<file path="config.mk">
export PLATFORM = sky130hd
export DESIGN_NAME = grammar_spec_lexer
export DESIGN_NICKNAME = d
export VERILOG_FILES = /design/src/rtl/gsl_pkg.sv /design/src/rtl/gsl_step.sv /design/src/rtl/grammar_spec_lexer.sv
export SDC_FILE = /design/constraint.sdc
export NUM_CORES = 1
export LEC_CHECK = 0
export BUFFER_PORTS_ARGS = -buffer_cell sky130_fd_sc_hd__buf_2
export CORE_MARGIN = 8
export CORE_UTILIZATION = 45
export CTS_CLUSTER_SIZE = 40
export DETAILED_ROUTE_END_ITERATION = 8
export PLACE_DENSITY = 0.69
export SETUP_SLACK_MARGIN = 0.2
export SLEW_MARGIN = 30
export SYNTH_ARGS = -nofsm -noshare
export SYNTH_HDL_FRONTEND = slang
export SYNTH_SLANG_ARGS = --single-unit
</file>
<file path="constraint.sdc">
create_clock -name clk -period 7.4 [get_ports clk]
set_input_delay 0.74 -clock clk [delete_from_list [all_inputs] [get_ports clk]]
set_output_delay 0.74 -clock clk [all_outputs]
set_load 0.005 [all_outputs]
</file>
<file path="src/rtl/gsl_pkg.sv">
// ----------------------------------------------------------------------------
// Grammar specification lexer package
// Shared types, character constants and character class functions.
// ----------------------------------------------------------------------------
package gsl_pkg;

  typedef enum logic [7:0] {
    M_START = 8'b0000_0001,
    M_COLON = 8'b0000_0010,
    M_IDENT = 8'b0000_0100,
    M_QUOTE = 8'b0000_1000,
    M_NL    = 8'b0001_0000,
    M_NLP   = 8'b0010_0000,
    M_NLPP  = 8'b0100_0000,
    M_HALT  = 8'b1000_0000
  } mode_t;

  typedef enum logic [2:0] {
    EV_IDCHAR  = 3'd0,
    EV_CTCHAR  = 3'd1,
    EV_IDEND   = 3'd2,
    EV_CTEND   = 3'd3,
    EV_TRANSIT = 3'd4,
    EV_NEWLINE = 3'd5,
    EV_ENDFILE = 3'd6,
    EV_ERROR   = 3'd7
  } ev_t;

  typedef enum logic [1:0] {
    ERR_EOF     = 2'd0,
    ERR_INVALID = 2'd1,
    ERR_QUOTE   = 2'd2
  } err_t;

  localparam logic [7:0] CH_NUL     = 8'h00;
  localparam logic [7:0] CH_NL      = 8'h0A;
  localparam logic [7:0] CH_EQUAL   = 8'h3D;
  localparam logic [7:0] CH_PERCENT = 8'h25;
  localparam logic [7:0] CH_COLON   = 8'h3A;
  localparam logic [7:0] CH_QUOTE   = 8'h22;
  localparam logic [15:0] LINE_MAX  = 16'hFFFF;

  typedef struct packed {
    ev_t         ev;
    logic [7:0]  ch;
    err_t        err;
    logic [15:0] line;
    logic        last;
  } res_t;

  typedef struct packed {
    logic [1:0] cnt;
    res_t       r0;
    res_t       r1;
    mode_t      mode;
    logic       line_inc;
  } step_t;

  function automatic logic is_letter(input logic [7:0] b);
    return ((b >= 8'h61) && (b <= 8'h7A)) || ((b >= 8'h41) && (b <= 8'h5A));
  endfunction

  function automatic logic is_digit(input logic [7:0] b);
    return (b >= 8'h30) && (b <= 8'h39);
  endfunction

  function automatic logic is_blank(input logic [7:0] b);
    return (b == 8'h20) || (b == 8'h09) || (b == 8'h0B) || (b == 8'h0C) || (b == 8'h0D);
  endfunction

  function automatic res_t mk_res(input ev_t ev, input logic [7:0] ch, input err_t err,
                                  input logic [15:0] line);
    res_t r;
    r.ev   = ev;
    r.ch   = ch;
    r.err  = err;
    r.line = line;
    r.last = 1'b0;
    return r;
  endfunction

endpackage

</file>
<file path="src/rtl/gsl_step.sv">
// ----------------------------------------------------------------------------
// Grammar specification lexer step logic
// Computes the results, next mode and line increment for one input byte.
// ----------------------------------------------------------------------------
module gsl_step (
  input  gsl_pkg::mode_t  mode_i,
  input  logic [7:0]      byte_i,
  input  logic [15:0]     line_i,
  output gsl_pkg::step_t  step_o
);
  import gsl_pkg::*;

  logic  st_emit;
  res_t  st_res;
  mode_t st_mode;
  logic  st_inc;
  res_t  a_res;
  logic  a_emit;
  logic  use_start;
  step_t s;

  always_comb begin
    st_emit = 1'b0;
    st_res  = mk_res(EV_ERROR, 8'h00, ERR_INVALID, line_i);
    st_mode = M_START;
    st_inc  = 1'b0;
    if (is_blank(byte_i)) begin
      st_mode = M_START;
    end else if (byte_i == CH_NUL) begin
      st_emit = 1'b1;
      st_res  = mk_res(EV_ERROR, 8'h00, ERR_EOF, line_i);
      st_mode = M_HALT;
    end else if (byte_i == CH_COLON) begin
      st_mode = M_COLON;
    end else if (byte_i == CH_NL) begin
      st_inc  = (line_i != LINE_MAX);
      st_mode = M_NL;
    end else if (byte_i == CH_QUOTE) begin
      st_mode = M_QUOTE;
    end else if (is_letter(byte_i)) begin
      st_emit = 1'b1;
      st_res  = mk_res(EV_IDCHAR, byte_i, ERR_EOF, line_i);
      st_mode = M_IDENT;
    end else begin
      st_emit = 1'b1;
      st_mode = M_HALT;
    end
  end

  always_comb begin
    a_emit    = 1'b0;
    a_res     = mk_res(EV_NEWLINE, 8'h00, ERR_EOF, line_i);
    use_start = 1'b0;
    s.mode    = mode_i;
    unique case (mode_i)
      M_START: begin
        use_start = 1'b1;
      end
      M_COLON: begin
        if (byte_i == CH_EQUAL) begin
          a_emit = 1'b1;
          a_res  = mk_res(EV_TRANSIT, 8'h00, ERR_EOF, line_i);
          s.mode = M_START;
        end else begin
          a_emit = 1'b1;
          a_res  = mk_res(EV_ERROR, 8'h00, ERR_INVALID, line_i);
          s.mode = M_HALT;
        end
      end
      M_IDENT: begin
        a_emit = 1'b1;
        if (is_letter(byte_i) || is_digit(byte_i)) begin
          a_res = mk_res(EV_IDCHAR, byte_i, ERR_EOF, line_i);
        end else begin
          a_res     = mk_res(EV_IDEND, 8'h00, ERR_EOF, line_i);
          use_start = 1'b1;
        end
      end
      M_QUOTE: begin
        a_emit = 1'b1;
        if (byte_i == CH_QUOTE) begin
          a_res  = mk_res(EV_CTEND, 8'h00, ERR_EOF, line_i);
          s.mode = M_START;
        end else if ((byte_i == CH_NUL) || byte_i[7]) begin
          a_res  = mk_res(EV_ERROR, 8'h00, ERR_QUOTE, line_i);
          s.mode = M_HALT;
        end else begin
          a_res = mk_res(EV_CTCHAR, byte_i, ERR_EOF, line_i);
        end
      end
      M_NL: begin
        if (byte_i == CH_PERCENT) begin
          s.mode = M_NLP;
        end else begin
          a_emit    = 1'b1;
          use_start = 1'b1;
        end
      end
      M_NLP: begin
        if (byte_i == CH_PERCENT) begin
          s.mode = M_NLPP;
        end else begin
          a_emit = 1'b1;
          s.mode = M_HALT;
        end
      end
      M_NLPP: begin
        a_emit = 1'b1;
        if (byte_i == CH_NL) begin
          a_res  = mk_res(EV_ENDFILE, 8'h00, ERR_EOF, line_i);
          s.mode = M_START;
        end else begin
          s.mode = M_HALT;
        end
      end
      default: begin
        s.mode = M_HALT;
      end
    endcase

    s.line_inc = 1'b0;
    s.r0       = a_res;
    s.r1       = st_res;
    s.cnt      = {1'b0, a_emit};

    if (((mode_i == M_NLP) || (mode_i == M_NLPP)) && (s.mode == M_HALT)) begin
      s.r1  = mk_res(EV_ERROR, 8'h00, ERR_INVALID, line_i);
      s.cnt = 2'd2;
    end

    if (use_start) begin
      s.mode     = st_mode;
      s.line_inc = st_inc;
      if (a_emit) begin
        s.r1  = st_res;
        s.cnt = st_emit ? 2'd2 : 2'd1;
      end else begin
        s.r0  = st_res;
        s.cnt = {1'b0, st_emit};
      end
    end

    if (s.cnt == 2'd1) begin
      s.r0.last = 1'b1;
    end
    if (s.cnt == 2'd2) begin
      s.r1.last = 1'b1;
    end
    step_o = s;
  end

endmodule

</file>
<file path="src/rtl/grammar_spec_lexer.sv">
// ----------------------------------------------------------------------------
// Grammar specification lexer
// Byte-serial lexer for grammar specification text with line counting.
// ----------------------------------------------------------------------------
// The input channel carries one character per transaction; a zero byte marks
// the end of input. Each byte gives zero, one or two result transactions on
// the output channel: lexeme characters, token ends, transit, newline,
// endfile or an error, each with the current line number. out_tuser carries
// the event kind, and out_tlast marks the last result caused by one input byte.
// An accepted byte sits in an input register, is lexed there, and its results
// are written into a four-entry result queue and offered from its head. One
// byte is taken per cycle while the queue has room for two results; bytes that
// give two results can stall the input when the receiver is slow.
// When the receiver stalls, the queue fills and in_tready drops; nothing is
// lost. Reset clears the queue, returns the lexer to its start state and
// loads the line counter with 1. A cfg_wr_en write loads the line counter.
// After an error every further byte is consumed without a result until reset.
// ----------------------------------------------------------------------------
module grammar_spec_lexer (
  input  logic        clk,
  input  logic        rst_n,
  input  logic        cfg_wr_en,
  input  logic [15:0] cfg_wr_data,
  input  logic        in_tvalid,
  output logic        in_tready,
  input  logic [7:0]  in_tdata,    // [7:0] in_byte
  output logic        out_tvalid,
  input  logic        out_tready,
  output logic [31:0] out_tdata,   // [7:0] char_value, [9:8] error_code,
                                   // [25:10] line_number
  output logic [2:0]  out_tuser,   // [2:0] event_res
  output logic        out_tlast
);
  import gsl_pkg::*;

  logic        in_vld_r;
  logic [7:0]  in_byte_r;
  mode_t       mode_r;
  logic [15:0] line_r;
  res_t        q_r [4];
  logic [1:0]  wr_ptr_r;
  logic [1:0]  rd_ptr_r;
  logic [2:0]  cnt_r;
  step_t       step;
  logic        proc;
  logic        pop;
  logic [1:0]  push;
  res_t        head;

  gsl_step u_step (
    .mode_i (mode_r),
    .byte_i (in_byte_r),
    .line_i (line_r),
    .step_o (step)
  );

  assign proc      = in_vld_r && (cnt_r <= 3'd2);
  assign in_tready = !in_vld_r || proc;
  assign push      = proc ? step.cnt : 2'd0;
  assign head      = q_r[rd_ptr_r];
  assign out_tvalid = (cnt_r != 3'd0);
  assign pop       = out_tvalid && out_tready;
  assign out_tdata = {6'b000000, head.line, head.err, head.ch};
  assign out_tuser = head.ev;
  assign out_tlast = head.last;

  always_ff @(posedge clk) begin
    if (!rst_n) begin
      in_vld_r <= 1'b0;
      mode_r   <= M_START;
      line_r   <= 16'd1;
      wr_ptr_r <= 2'd0;
      rd_ptr_r <= 2'd0;
      cnt_r    <= 3'd0;
    end else begin
      if (in_tready) begin
        in_vld_r <= in_tvalid;
      end
      if (proc) begin
        mode_r <= step.mode;
      end
      if (cfg_wr_en) begin
        line_r <= cfg_wr_data;
      end else if (proc && step.line_inc) begin
        line_r <= line_r + 16'd1;
      end
      wr_ptr_r <= wr_ptr_r + push;
      if (pop) begin
        rd_ptr_r <= rd_ptr_r + 2'd1;
      end
      cnt_r <= cnt_r + {1'b0, push} - {2'b00, pop};
    end
  end

  always_ff @(posedge clk) begin
    if (in_tready) begin
      in_byte_r <= in_tdata;
    end
    if (push != 2'd0) begin
      q_r[wr_ptr_r] <= step.r0;
    end
    if (push == 2'd2) begin
      q_r[wr_ptr_r + 2'd1] <= step.r1;
    end
  end

endmodule

</file>
# After elaboration in Yosys (flattened, before gate mapping)
# Memories as Yosys holds them, arrays and structs flattened. A register that Yosys moved wholly into a read port is not among the register bits.
# Index checks and enable logic that the tools add are counted.
# totals
input_bits	29
mem_count	1
reg_bits	40
output_inout_bits	38
mem_bits_rw	120
wordCells	123
# classes
reduce_logical	24
n_eq_ne	22
n_addsub	6
muxes	56
n_lt_le_gt_ge	7
# memory_table
name	words	word_bits	read_ports	rd_clocked_by_memory_dff	write_ports	line_no	rtl
q_r	4	30	1	1	2	grammar_spec_lexer.sv:40	res_t q_r [4];
# op_table
op	count
$mux 30	11
$pmux 30 s4	1
$mux 8	12
$mux 29	3
$mux 71	1
$eq 8x4->1 const B	6
$eq 8x6->1 const B	6
$pmux 8 s6	1
$mux 16	2
$mux 1	17
$add 16x1->16 const B	1
$ge 8x7->1 const B	2
$le 8x7->1 const B	2
$ne 16x16->1 const B	1
$mux 2	6
$logic_or 1x1->1	9
$eq 8x1->1 const B	1
$eq 8x2->1 const B	1
$eq 8x3->1 const B	1
$eq 8x5->1 const B	1
$eq 8x7->1 const B	1
$eq 8x8->1 const B	1
$ge 8x6->1 const B	1
$le 8x6->1 const B	1
16 further kinds	26

# Longest topological paths before layout
# Gate-level depths: netlist (run 1).
# logic_depth
depth_word	16
mapped_depth	18

# Modules after synthesis
# A second synthesis (run 1) with hierarchy kept.
# hier_totals
hier_cells	702
hier_area_um2	9008.6
# by_module_without_submodules
module	cells_each	area_each_um2	instances
grammar_spec_lexer	510	7738.7	1
gsl_step	192	1270.0	1

# Worst setup path before layout (run 1)
# OpenSTA, ideal clock, no wires.
# synth_timing
path_kind	flip-flop to flip-flop
start	register in_byte_r[3]
end	memory q_r[3][0] (netlist name), enable pin
stages_incl_launch_ff	11
path_slack_ps	2198
arrival_ps	4742
setup_time_ps	460
path_buffers	1
cell_sequence	edfxtp_1 clkbuf_1 or4b_2 a21oi_1 o21ai_0 and4_1 ha_1 nand2b_1 a21oi_1 o211ai_2 a21boi_0
# synth_rtl
item	line_no	rtl
from (decl)	grammar_spec_lexer.sv:37	logic [7:0] in_byte_r;
from (signal assigned)	grammar_spec_lexer.sv:97	in_byte_r <= in_tdata;
to (decl)	grammar_spec_lexer.sv:40	

==> results of run 1 <==
flip-flops by register name, indices dropped and copies added (netlist names), named ones only:
name,count
mode_r,8
in_byte_r,8
q_r,120
in_vld_r,1
rd_ptr_r,2
wr_ptr_r,2
cnt_r,3
line_r,16
critical path, delay by kind of cell (launching register included):
| kind | cells | cell delay, ns |
|---|---|---|
| AOI/OAI and AO/OA | 4 | 1.95 |
| and+or+nand+nor | 4 | 1.48 |
| DFF | 1 | 0.57 |
| buffers and inverters | 2 | 0.46 |
| adders and majority gates | 1 | 0.35 |
cell type report:
type / instances / area, sq um
timing repair buffer: 70 / 375.4
fill: 1650 / 9116
sequential: 162 / 4486
multi-input combinational: 502 / 3696
clock inverter: 14 / 128.9
clock buffer: 18 / 429.2
tap: 234 / 292.8
inverter: 15 / 56.30
through the flow:
stage,hold WS [ns],instances,power (mW),util
floorplan,0.4673,742,1.552,-
global placement,0.4826,983,1.745,0.4793
detailed placement,0.4868,983,1.752,0.4793
CTS,0.4766,1015,2.580,0.5094
global route,0.4726,1015,2.680,0.5094
finish,0.4842,1015,2.563,0.5094
metal layers:
| metal | track usage | vias up | routed length, microns | share of wire |
|---|---|---|---|---|
| met5 | 0 | - | 0 | 0 |
| met4 | 0.06315 | 0 | 397 | 0.020 |
| met1 | 0.2407 | 2963 | 9200 | 0.45 |
| met2 | 0.2684 | 220 | 9476 | 0.47 |
| li1 | - | 2908 | - | - |
| met3 | 0.04003 | 27 | 1261 | 0.062 |
synthesized netlist by cell type (3+ instances only):
| master | instances |
|---|---|
| sky130_fd_sc_hd__xor2_1 | 4 |
| sky130_fd_sc_hd__nor4b_1 | 3 |
| sky130_fd_sc_hd__a31oi_1 | 7 |
| sky130_fd_sc_hd__o31ai_1 | 11 |
| sky130_fd_sc_hd__mux2i_1 | 3 |
| sky130_fd_sc_hd__buf_2 | 10 |
| sky130_fd_sc_hd__edfxtp_1 | 124 |
| sky130_fd_sc_hd__and3_1 | 8 |
| sky130_fd_sc_hd__nand3_1 | 23 |
| sky130_fd_sc_hd__xnor2_1 | 9 |
| sky130_fd_sc_hd__o2111ai_1 | 10 |
| sky130_fd_sc_hd__a211oi_1 | 12 |
| sky130_fd_sc_hd__or2_2 | 5 |
| sky130_fd_sc_hd__nand2b_1 | 21 |
| sky130_fd_sc_hd__nor2_1 | 29 |
| sky130_fd_sc_hd__o211ai_1 | 8 |
| sky130_fd_sc_hd__dfxtp_1 | 38 |
| sky130_fd_sc_hd__nor2b_1 | 11 |
| sky130_fd_sc_hd__o21ai_0 | 24 |
| sky130_fd_sc_hd__mux4_2 | 30 |
| sky130_fd_sc_hd__nand2_1 | 48 |
| sky130_fd_sc_hd__and2_1 | 7 |
| sky130_fd_sc_hd__or3_1 | 3 |
| sky130_fd_sc_hd__clkbuf_1 | 41 |
| sky130_fd_sc_hd__or4_1 | 3 |
| sky130_fd_sc_hd__ha_1 | 6 |
| sky130_fd_sc_hd__and4_1 | 11 |
| sky130_fd_sc_hd__nor3_1 | 15 |
| sky130_fd_sc_hd__o22ai_1 | 11 |
| sky130_fd_sc_hd__a21oi_1 | 64 |
| sky130_fd_sc_hd__nand4_1 | 8 |
| sky130_fd_sc_hd__buf_1 | 4 |
| sky130_fd_sc_hd__buf_4 | 7 |
| sky130_fd_sc_hd__a21boi_0 | 51 |
| sky130_fd_sc_hd__a21boi_1 | 6 |
| sky130_fd_sc_hd__inv_1 | 14 |
| sky130_fd_sc_hd__nor4_2 | 3 |
power breakdown:
part,internal (mW),switching (mW),total (mW)
logic,0.283,0.337,0.621
clock network,0.467,0.369,0.835
registers,1.05,0.0574,1.11
kinds of logic (layout without fill, tap and decap cells):
logic type      after synthesis  after routing
fa+ha+maj                     7              7
buf+inv                      78            117
flops                       162            162
compound gates              228            228
xor+xnor                     13             13
other cells                   1             10
mux                          33             33
simple gates                211            211
final timing paths:
path	startpoint	slack, ns	depth (start not counted)	to
worst max-delay path	in_byte_r[3]	2.21	11	q_r[1][27]
worst min-delay path	in_tdata[0]	0.48	1	in_byte_r[0]
worst min register to register	q_r[3][18]	0.50	2	q_r[3][18]
worst max register to register	in_byte_r[3]	2.21	11	q_r[1][27]
==> run summary, run 1 <==
The flow ran to the end, and the final reports show no timing, DRC or antenna violations. The tools report the worst slew margin relative to its limit as 0.4176. The routed length per placed instance is 20.04 microns. The logs give 0.008906 sq mm for the cell area after placement and 0 for the number of buffers inserted by hold repair at cts.

Xor and xnor fraction of the mapped netlist area: 0.01343. From synthesis to final layout, the design area changed by 11.63%. TritonCTS built the clock tree. The summed negative setup slack over all endpoints is 0 ns, and the delay contributed by the slowest stage of the critical path is 0.93 ns.

The tools report the fraction of the yosys area taken by sequential cells as 0.5289. The fraction of post-synthesis cell area in the top cell type by area is 0.4392. STA classifies the critical path startpoint as a register.

In this run, distinct cell masters in the synthesized netlist total 72. The overall die height was 153.3 microns; the fraction of synthesis flops using an asynchronous set or reset pin was 0. Of all nets on the critical path, the largest fanout is 34. The depth of the CTS H-tree is 4. Summed over all instances, the cell type with the most area after synthesis is sky130_fd_sc_hd__edfxtp_1. The data arrival time at the worst-slack endpoint was 5.30 ns; the multiplexer fraction of the synthesized cell area was 0.08323.

The final max-slew violation count is 0, and the number of buffers inserted by port buffering is 60. At the pin with the least slew margin, the transition time is 0.8737 ns. The power density over the cells is 270.8 mW/mm^2. The number of cells upsized or downsized after cts is 0. Timing analysis after detailed placement gives a worst setup slack of 2.280 ns. For this run, the leading register cell type out of synthesis is sky130_fd_sc_hd__edfxtp_1. The post-synthesis compound-gate area fraction was 0.1837.

Across all layers, the routed design uses 6118 vias. The simple logic cell fraction of the synthesized area was 0.1390; the final critical-path share of the clock period was 0.7009. The run gives 0.009464 sq mm as the area of all placed cells without fillers.

The synthesized design contains 124 enable-type register cells. For the number of buffers created by CTS, the log shows 17. The final layout contains 804 nets. The tools report the die footprint as 0.02349 sq mm. The total DRC errors in the routed layout is 0. The worst setup skew after layout came out at 0.009215 ns. The number of global-route vias before repair was 5915. Once detail routing completed, the nets flagged for antenna violations numbered 0.

Setup violations remaining at the end of the flow were counted as 0. The tool flagged a number of max-cap violations equal to 0. In this run the cell area of the synthesized design comes to 0.008478 sq mm. The number of synthesized register bits is 162, and the total of warnings raised by yosys is 0. At the end of routability-driven placement, the weighted congestion stood at 0.9266. Traced cell by cell, the critical path runs through nor4_2, nand3_1, a2bb2oi_1, inv_1, ha_1, nor2_1, o211ai_1, o211a_1, nand3_2, a21oi_2, buf_4.

The repair_antennas step left the layout with diodes totalling 0. The post-synthesis area per instance is 11.57 sq um. The placeable core region was 0.01858 sq mm; the detailed-router iteration count before antenna repair was 5.

Measured along the x axis, the die boundary spans 153.3 microns. The critical path in this run is classified as reg2reg. The adder-cell share of the synthesized area was 0.01122. Worst-case setup margin in the final layout: 2.213 ns. In this run the count of I/O pins placed on the die edge is 67. The clock reaches the later pin of the worst-skew pair after 0.43 ns. The tools report the initial antenna violation count as 0. The total routing usage reported by global routing was 0.1758; the detail-routed via count per cell was 6.028.

The post-CTS clock slew at the launch and capture registers of the worst setup and hold paths works out to 0.06 ns. After synthesis, the largest family of logic cells by area is compound AO/OA/AOI/OAI gates. The detailed-route wire length was 20.34 mm.

Endpoint required time on the critical path: 7.51 ns. In this run the worst hold path is classified as in2reg. The tree is rooted in a sky130_fd_sc_hd__clkbuf_16. The fraction of final layout cells with drive strength greater than 1 was 0.1921; the reported leakage power was 3.086 nW. The total grt overflow is 0. The library cell used most frequently in the layout, excluding fill and tap cells, is sky130_fd_sc_hd__edfxtp_1.

The worst path in the final design needs a cycle of 5.187 ns, including I/O delays and setup. The logs give 733 for the cell count after synthesis and 162 for the clock sink count. After legalization and detailed placement, the total HPWL measured 14.02 mm. The first routing iteration left 567 violations. In this run the post-CTS setup repair buffer count came out at 0. The slowest stage of the critical path belongs to the cell sky130_fd_sc_hd__a21oi_2.

The first global-routing pass estimated 32.88 mm of wire. The worst setup path is captured at a register. Sorting the synthesized cells by area gives the leading types as sky130_fd_sc_hd__edfxtp_1 44%, sky130_fd_sc_hd__dfxtp_1 9.0%, sky130_fd_sc_hd__mux4_2 8.0%. The logs give 0 for the total count of hold-check failures in the final report and 57 for the largest net degree at the start of global routing. After floorplanning, the core was divided into 50 placement rows. The run gives 192.8 MHz as the maximum clock frequency. Leaving out fill and tap cells, the most frequent cells in the layout are 124 x sky130_fd_sc_hd__edfxtp_1, 63 x sky130_fd_sc_hd__a21oi_1, 60 x sky130_fd_sc_hd__buf_2, 50 x sky130_fd_sc_hd__a21boi_0, 48 x sky130_fd_sc_hd__nand2_1.

The largest buffer count on any clock path was 2. The worst-case IR drop observed on VDD is 0.0001967 V. Setup repair after global routing left no endpoint under its margin. For the initial core utilization, the log shows 0.4563.
(Power assumes the default switching activity.)
==> run 2: changes to the inputs <==
Clock period 7.4 ns to 5.4 ns, I/O delays scaled along.
==> run 2 against run 1 <==
Against the previous run:
- register-to-register slack worse by 1.0 ns
- sequential power up 41%
- sequential share of layout area down 0.39 points
- die area unchanged
- non-clock buffer count up 7
- core utilization up 0.45 points
- cell area up 0.89%
- critical endpoint is now q_r[2][27]
- wire length up 1.1%
- combinational power up 30%
- power up 39%
- sequential cell count unchanged
- maximum frequency up 23%
- largest cell class unchanged
==> run summary, run 2 (synthesis gave the netlist of run 1 again) <==
The type of the worst min-delay path was in2reg (unchanged). The run gives 0.4563 (unchanged) as the initial core utilization. The clock tree root buffer cell was sky130_fd_sc_hd__clkbuf_16 (unchanged).

For the depth of the CTS H-tree, the log shows 4 (unchanged). Counting stages on the worst path, the most repeated cell is sky130_fd_sc_hd__nand3_1. The number of nets in the finished design was 811 (was 804); the number of flip-flops under the largest register name was 120 (unchanged). The summed negative setup slack over all endpoints is 0 ns (unchanged). Cell at the slowest stage of the critical path: sky130_fd_sc_hd__edfxtp_1 (was sky130_fd_sc_hd__a21oi_2). The detail-routed via count per cell was 6.064 (was 6.028); the final critical-path share of the clock period was 0.7826 (was 0.7009).

The largest driver fanout on the critical path was 20 (was 34); the number of placed instances with taps included was 990 (was 983). Clock sink count: 162 (unchanged). The overall die height was 153.3 microns (unchanged); the worst supply voltage drop on vdd was 0.0002449 V (was 0.0001967 V). The detailed-route wire length is 20.56 mm (was 20.34 mm). The most common cell after layout, fill and taps aside was sky130_fd_sc_hd__edfxtp_1 (unchanged). The run gives 4.36 ns (was 5.30 ns) as the data arrival time at the worst-slack endpoint.

The logs give 50 (unchanged) for the floorplan row count and 6197 (was 6118) for the via total after detailed routing. Setup repair after global routing left no endpoint under its margin. The run gives 0 (unchanged) as the total count of hold-check failures in the final report. The number of antenna repair diodes is 0 (unchanged), and the actual transition at the worst max-transition pin is 0.8432 ns (was 0.8737 ns). The run gives 33.22 mm (was 32.88 mm) as the first-pass GRT wire length. The initial antenna violation count was 0 (unchanged).

The tools report the number of post-CTS setup repair buffers as 0 (unchanged). The launching element type of the critical path is a register (unchanged). The tools report the total grt overflow as 0 (unchanged).

The detailed-router iteration count before antenna repair is 6 (was 5), and the number of global-route vias before repair is 6053 (was 5915). The run gives 0.02349 sq mm (unchanged) as the die footprint. The number of buffers inserted by port buffering came out at 60 (unchanged). The logs give 57 (unchanged) for the largest net degree at the start of global routing and 0 (unchanged) for the total of endpoints with negative setup slack in the final report. Crit-path cells: nor4_2, nand3_1, a2bb2oi_1, inv_1, ha_1, nor2_1, o211ai_1, o211a_1, nand3_1, buf_4, nand2_1, buf_12 (was nor4_2, nand3_1, a2bb2oi_1, inv_1, ha_1, nor2_1, o211ai_1, o211a_1, nand3_2, a21oi_2, buf_4). The run gives 0.008974 sq mm (was 0.008906 sq mm) as the cell area after placement. The reported leakage power came out at 3.138 nW (was 3.086 nW). The logs give 0.43 ns (about the same) for the source-to-sink clock delay at the later pin of the worst-skew pair and 0 (unchanged) for the total DRC errors in the routed layout. The worst slew margin relative to its limit is 0.4354 (was 0.4176), and the number of routed nets with antenna violations is 0 (unchanged). Top-level I/O count: 67 (unchanged).

The run finished with clean final reports. The number of cells upsized or downsized after cts is 0 (unchanged), and the overall die width is 153.3 microns (unchanged). Delay contributed by the slowest stage of the critical path: 0.57 ns (was 0.93 ns). Most frequent cells in the layout: 124 x sky130_fd_sc_hd__edfxtp_1, 63 x sky130_fd_sc_hd__a21oi_1, 60 x sky130_fd_sc_hd__buf_2, 50 x sky130_fd_sc_hd__a21boi_0, 48 x sky130_fd_sc_hd__nand2_1 (unchanged).

The initial DRC count came out at 674 (was 567). The final weighted congestion in routability-driven placement was 0.9097 (was 0.9266); the largest buffer count on any clock path was 2 (unchanged). The post-CTS clock slew at the launch and capture registers of the worst setup and hold paths works out to 0.07 ns (was 0.06 ns). The area of all placed cells without fillers is 0.009548 sq mm (was 0.009464 sq mm), and the endpoint required time on the critical path is 5.53 ns (was 7.51 ns). The minimum setup slack among reg-to-reg paths is 1.17 ns (was 2.21 ns). The number of buffers created by CTS is 17 (unchanged), and the post-route minimum period is 4.226 ns (was 5.187 ns).

Type of the worst setup path: reg2reg (unchanged). The run gives 0.1769 (was 0.1758) as the total routing usage reported by global routing. The final max-slew violation count was 0 (unchanged); the count of max-cap constraint violations was 0 (unchanged).

The placeable core region is 0.01858 sq mm (unchanged). Biggest regs: q_r x120, line_r x16 (unchanged). Register containing the most flip-flops in the final layout: q_r (unchanged).

The power density over the cells was 372.8 mW/mm^2 (was 270.8 mW/mm^2); the number of buffers inserted by hold repair at cts was 0 (unchanged). The routed length per placed instance is 20.12 microns (was 20.04 microns), and the area growth from synthesis to layout is 12.62% (was 11.63%). TritonCTS built the clock tree. Fraction of final layout cells with drive strength greater than 1: 0.2005 (was 0.1921).

The run gives 1022 (was 1015) as the number of cells in the finished layout apart from fillers. The kind of capture point of the worst setup path is a register (unchanged). The maximum clock frequency is 236.6 MHz (was 192.8 MHz). For the worst setup skew after layout, the log shows 0.01333 ns (was 0.009215 ns). The final HPWL from detailed placement is 13.99 mm (was 14.02 mm). Final design utilization: 0.5139 (was 0.5094).
==> run 2: cell count changes in the layout (fill, tap and decap cells not counted), sizes merged <==
cell,previous run,this run
buf,70,77
inv,19,22
clkbuf,18,17
clkinvlp,4,2
==> run 2: stage by stage <==
| step | total power [mW] | hold WS, ns | worst slack [ns] |
|---|---|---|---|
| CTS | 3.587 | 0.2663 | 1.237 |
| global placement | 2.408 | 0.4814 | 1.339 |
| detailed placement | 2.414 | 0.4880 | 1.268 |
| global route | 3.719 | 0.2684 | 0.8621 |
| finish | 3.560 | 0.2792 | 1.174 |
| floorplan | 2.127 | 0.4673 | 0.9342 |
==> run 2: area by class of cell <==
class / count / area (sq um)
clock buffer: 17 / 425.4
sequential: 162 / 4488
fill: 1610 / 9032
clock inverter: 15 / 148.9
multi-input combinational: 502 / 3696
inverter: 15 / 56.30
tap: 234 / 292.8
timing repair buffer: 77 / 440.4
==> run 2: worst max-delay path: cells and delay by family (launching register included) <==
kind / cells / cell delay, ns
AOI/OAI and AO/OA: 3 / 1.01
adders and majority gates: 1 / 0.36
buffers and inverters: 3 / 0.56
DFF: 1 / 0.57
and+or+nand+nor: 5 / 1.41
==> run 2: path summary, 6_finish.rpt <==
path,endpoint,startpoint,depth (start not counted)
worst max-delay path,q_r[2][27],in_byte_r[3],12
worst min-delay path,in_byte_r[2],in_tdata[2],1
worst max register to register,q_r[2][27],in_byte_r[3],12
worst min register to register,q_r[1][18],q_r[1][18],2
==> run 2: layer usage <==
metal,vias to the layer above,GRT usage,part of all wire
met2,242,0.2833,0.48
met5,-,0,0
met1,3020,0.2356,0.44
met3,21,0.03496,0.059
met4,0,0.06079,0.016
li1,2914,-,-
==> run 2: power by group <==
| group | switching [mW] | internal [mW] | leakage (nW) |
|---|---|---|---|
| Combinational | 0.412 | 0.398 | 1.36 |
| Sequential | 0.133 | 1.44 | 1.50 |
| Clock | 0.530 | 0.649 | 0.277 |
==> run 3: changes to the inputs <==
Settings changed: ABC_AREA set to 1.
Clock period 5.4 ns to 4.4 ns, I/O delays scaled along.
==> run 3 against run 2 <==
Against the previous run:
- setup slack lost 0.20 ns
- count of clock-buffer cells in the layout is the same
- cell area rose by 2.5%
- maximum frequency is 23% higher
- global-route usage increased by 0.83 points
- sequential share of layout area shrank 1.2 points
- register-to-register slack lost 0.20 ns
==> run summary, run 3 <==
The first-pass GRT wire length was 35.55 mm (was 33.22 mm); the delay contributed by the slowest stage of the critical path was 0.49 ns (was 0.57 ns). The cell type with the highest aggregate area in the netlist was sky130_fd_sc_hd__edfxtp_1 (unchanged). Type of the worst min-delay path: in2reg (unchanged). The number of post-CTS setup repair buffers is 0 (unchanged). The number of buffers inserted by port buffering was 60 (unchanged). TritonCTS built the clock tree.

The actual transition at the worst max-transition pin is 0.9445 ns (was 0.8432 ns). The tools report the detailed-route wire length as 21.93 mm (was 20.56 mm). The number of enable flip-flop cells after synthesis was 124 (unchanged). Number of buffers inserted by hold repair at cts: 0 (unchanged).

For the final max-slew violation count, the log shows 0 (unchanged). The placeable core region came out at 0.01927 sq mm (was 0.01858 sq mm). The endpoint required time on the critical path came out at 4.68 ns (was 5.53 ns).

For the total grt overflow, the log shows 0 (unchanged). The routed length per placed instance is 16.39 microns (was 20.12 microns), and the number of global-route vias before repair is 6793 (was 6053). The post-CTS clock slew at the launch and capture registers of the worst setup and hold paths was 0.07 ns (about the same). The tools report the end point of the worst hold path as in_byte_r[1] (was in_byte_r[2]).

The post-synthesis instance area was 0.008745 sq mm (was 0.008478 sq mm). The fraction of final layout cells with drive strength greater than 1 was 0.1836 (was 0.2005). The commonest register cell after synthesis was sky130_fd_sc_hd__edfxtp_1 (unchanged). The number of flip-flops under the largest register name is 120 (unchanged), and the final weighted congestion in routability-driven placement is 0.9270 (was 0.9097). Critical register-to-register path startpoint: in_byte_r[1] (was in_byte_r[3]). The run gives 291.5 MHz (was 236.6 MHz) as the maximum clock frequency. The area growth from synthesis to layout came out at 11.88% (was 12.62%).

The largest buffer count on any clock path was 2 (unchanged); the worst setup skew after layout was 0.01218 ns (was 0.01333 ns). The initial core utilization was 0.4538 (was 0.4563). For the reported leakage power, the log shows 3.928 nW (was 3.138 nW).

The data arrival time at the worst-slack endpoint was 3.71 ns (was 4.36 ns). The most common cell after layout, fill and taps aside is sky130_fd_sc_hd__nand2_1 (was sky130_fd_sc_hd__edfxtp_1). Number of antenna repair diodes: 0 (unchanged). Crit-path cells: inv_2, nand2_2, nor2_2, nand2_2, a21oi_4, nand2_2, nand2_4, nand2_4, nor2_8, nand3_4, nand2_4, inv_2, nor2_1 (was nor4_2, nand3_1, a2bb2oi_1, inv_1, ha_1, nor2_1, o211ai_1, o211a_1, nand3_1, buf_4, nand2_1, buf_12). The logs give 0 (unchanged) for the total count of hold-check failures in the final report and 0.02415 sq mm (was 0.02349 sq mm) for the die footprint.

The tools report the kind of capture point of the worst setup path as a register (unchanged). The endpoint of the worst-slack reg-to-reg timing path is q_r[2][4] (was q_r[2][27]). The overall die height is 155.4 microns (was 153.3 microns), and the number of library cell types mapped by synthesis is 43 (was 72).

The tools report the number of routed nets with antenna violations as 0 (unchanged). Cell at the slowest stage of the critical path: sky130_fd_sc_hd__edfxtp_1 (unchanged). The tools report the launching element type of the critical path as a register (unchanged).

The fraction of post-synthesis cell area in the top cell type by area is 0.4258 (was 0.4392), and the via total after detailed routing is 7035 (was 6197). The run gives 0 (unchanged) as the number of cells upsized or downsized after cts. Setup repair after global routing left no endpoint under its margin. The power density over the cells was 498.1 mW/mm^2 (was 372.8 mW/mm^2). The run gives 5 (was 6) as the detailed-router iteration count before antenna repair. The overall die width was 155.4 microns (was 153.3 microns); the total DRC errors in the routed layout was 0 (unchanged). The source-to-sink clock delay at the later pin of the worst-skew pair is 0.43 ns (about the same), and the minimum setup slack among reg-to-reg paths is 0.97 ns (was 1.17 ns).

Most numerous cell in the Yosys netlist: sky130_fd_sc_hd__nand2_1 (was sky130_fd_sc_hd__edfxtp_1). The worst slew margin relative to its limit is 0.3697 (was 0.4354), and the number of buffers created by CTS is 17 (unchanged). The run finished with clean final reports. Biggest regs: q_r x120, line_r x16 (unchanged). The register containing the most flip-flops in the final layout is q_r (unchanged). Cell count after synthesis: 1015 (was 733).

The post-route minimum period came out at 3.430 ns (was 4.226 ns). Top area cells in the synthesized netlist: sky130_fd_sc_hd__edfxtp_1 43%, sky130_fd_sc_hd__dfxtp_1 8.7%, sky130_fd_sc_hd__nand2_1 8.4% (was sky130_fd_sc_hd__edfxtp_1 44%, sky130_fd_sc_hd__dfxtp_1 9.0%, sky130_fd_sc_hd__mux4_2 8.0%). Largest net degree at the start of global routing: 39 (was 57). The depth of the most critical reg-to-reg path was 13 (was 12); the fraction of synthesis flops using an asynchronous set or reset pin was 0 (unchanged). The number of nets in the finished design was 1096 (was 811). The top-level I/O count is 67 (unchanged), and the depth of the CTS H-tree is 4 (unchanged). The run gives 0 (unchanged) as the count of max-cap constraint violations. The final critical-path share of the clock period is 0.7796 (was 0.7826), and the clock sink count is 162 (unchanged). The type of the worst setup path was reg2reg (unchanged). The total routing usage reported by global routing is 0.1852 (was 0.1769), and the initial antenna violation count is 0 (unchanged). The worst supply voltage drop on vdd was 0.0003094 V (was 0.0002449 V). The post-synthesis area per instance was 8.615 sq um (was 11.57 sq um); the number of synthesized register bits was 162 (unchanged). The final HPWL from detailed placement is 15.11 mm (was 13.99 mm), and the largest driver fanout on the critical path is 36 (was 20). The total chip power was 4.873 mW (was 3.560 mW); the summed negative setup slack over all endpoints was 0 ns (unchanged). Most frequent cells in the layout: 195 x sky130_fd_sc_hd__nand2_1, 148 x sky130_fd_sc_hd__nor2_1, 124 x sky130_fd_sc_hd__edfxtp_1, 106 x sky130_fd_sc_hd__o21ai_0, 77 x sky130_fd_sc_hd__inv_1 (was 124 x sky130_fd_sc_hd__edfxtp_1, 63 x sky130_fd_sc_hd__a21oi_1, 60 x sky130_fd_sc_hd__buf_2, 50 x sky130_fd_sc_hd__a21boi_0, 48 x sky130_fd_sc_hd__nand2_1). The detail-routed via count per cell came out at 5.258 (was 6.064). The fraction of the yosys area taken by sequential cells came out at 0.5128 (was 0.5289). Number of cells on the worst hold path: 1 (unchanged).

Post-synth top cells: 195 x sky130_fd_sc_hd__nand2_1, 149 x sky130_fd_sc_hd__nor2_1, 124 x sky130_fd_sc_hd__edfxtp_1 (was 124 x sky130_fd_sc_hd__edfxtp_1, 64 x sky130_fd_sc_hd__a21oi_1, 51 x sky130_fd_sc_hd__a21boi_0). The logs give 0 (unchanged) for the total of endpoints with negative setup slack in the final report and 51 (was 50) for the floorplan row count. The total of warnings raised by yosys is 0 (unchanged).

For the number of placed instances with taps included, the log shows 1306 (was 990). The startpoint of the lowest-slack hold path was in_tdata[1] (was in_tdata[2]). The clock tree root buffer cell is sky130_fd_sc_hd__clkbuf_16 (unchanged). The logs give 1874 (was 1610) for the number of filler instances in the final layout and 715 (was 674) for the initial DRC count.

The tools report the number of cells in the finished layout apart from fillers as 1338 (was 1022).
[run 3: changes by cell type after synthesis, sizes merged, moves of 21 or more]
cell	previous run	this run
nand2	48	217
nor2	29	192
o21ai	27	117
inv	14	93
a21boi	57	0
nand4	8	39
mux4	30	0
a21oi	65	36
nand2b	21	0
[run 3: worst max-delay path, delay by kind of cell (launching register included)]
kind | cells | cell delay [ns]
AOI/OAI and AO/OA | 1 | 0.17
buffers and inverters | 2 | 0.46
DFF | 1 | 0.49
and+or+nand+nor | 10 | 2.10
[run 3: layer usage]
layer	GRT usage	part of all wire	routed length, microns	vias up
met3	0.04216	0.070	1528	27
met1	0.2491	0.45	9941	3261
met5	0	0	0	-
met4	0.06331	0.019	424	0
met2	0.2889	0.46	10030	248
li1	-	-	-	3499
[run 3: logic make-up after synthesis]
group | share of synthesized area
buf+inv | 0.07383
simple gates | 0.2687
other cells | 0.0004288
mux | 0.001145
compound gates | 0.1162
fa+ha+maj | 0.01087
xor+xnor | 0.01603
flops | 0.5128
[run 3: how the worst max path moves through the flow]
stage	from	end	slack, ns
5_1_grt	in_byte_r[1]	q_r[2][4]	0.71
6_report	in_byte_r[1]	q_r[2][4]	0.97
4_1_cts	in_byte_r[1]	q_r[2][4]	0.96
3_3_place_gp	in_byte_r[1]	q_r[2][2]	1.03
3_5_place_dp	in_byte_r[1]	q_r[2][4]	0.99
2_1_floorplan	in_byte_r[5]	q_r[1][7]	1.66
[run 3: report_power, final]
group | switching, mW | internal [mW]
clock | 0.691 | 0.759
combinational | 1.02 | 0.434
sequential | 0.103 | 1.87
total | 1.81 | 3.06
[run 3: per-stage QoR]
stage	utilization	setup slack [ns]	instance area [sq um]	hold slack, ns
after CTS	0.5075	0.9553	9781	0.1717
after global routing	0.5077	0.7128	9783	0.1651
after floorplan	-	1.656	8778	0.4362
final	0.5077	0.9696	9783	0.1839
after global placement	0.4774	1.035	9200	0.4521
after detailed placement	0.4774	0.9894	9200	0.4594
[run 3: layout make-up]
cell class / count / area, sq um / area share
clock buffers: 17 / 425.4 / 0.04348
inverters: 95 / 359.1 / 0.03671
well taps: 265 / 331.6 / 0.03389
multi-input cells: 714 / 3651 / 0.3732
repair buffers: 70 / 375.4 / 0.03837
clock inverters: 15 / 155.1 / 0.01586
flip-flops and latches: 162 / 4486 / 0.4585
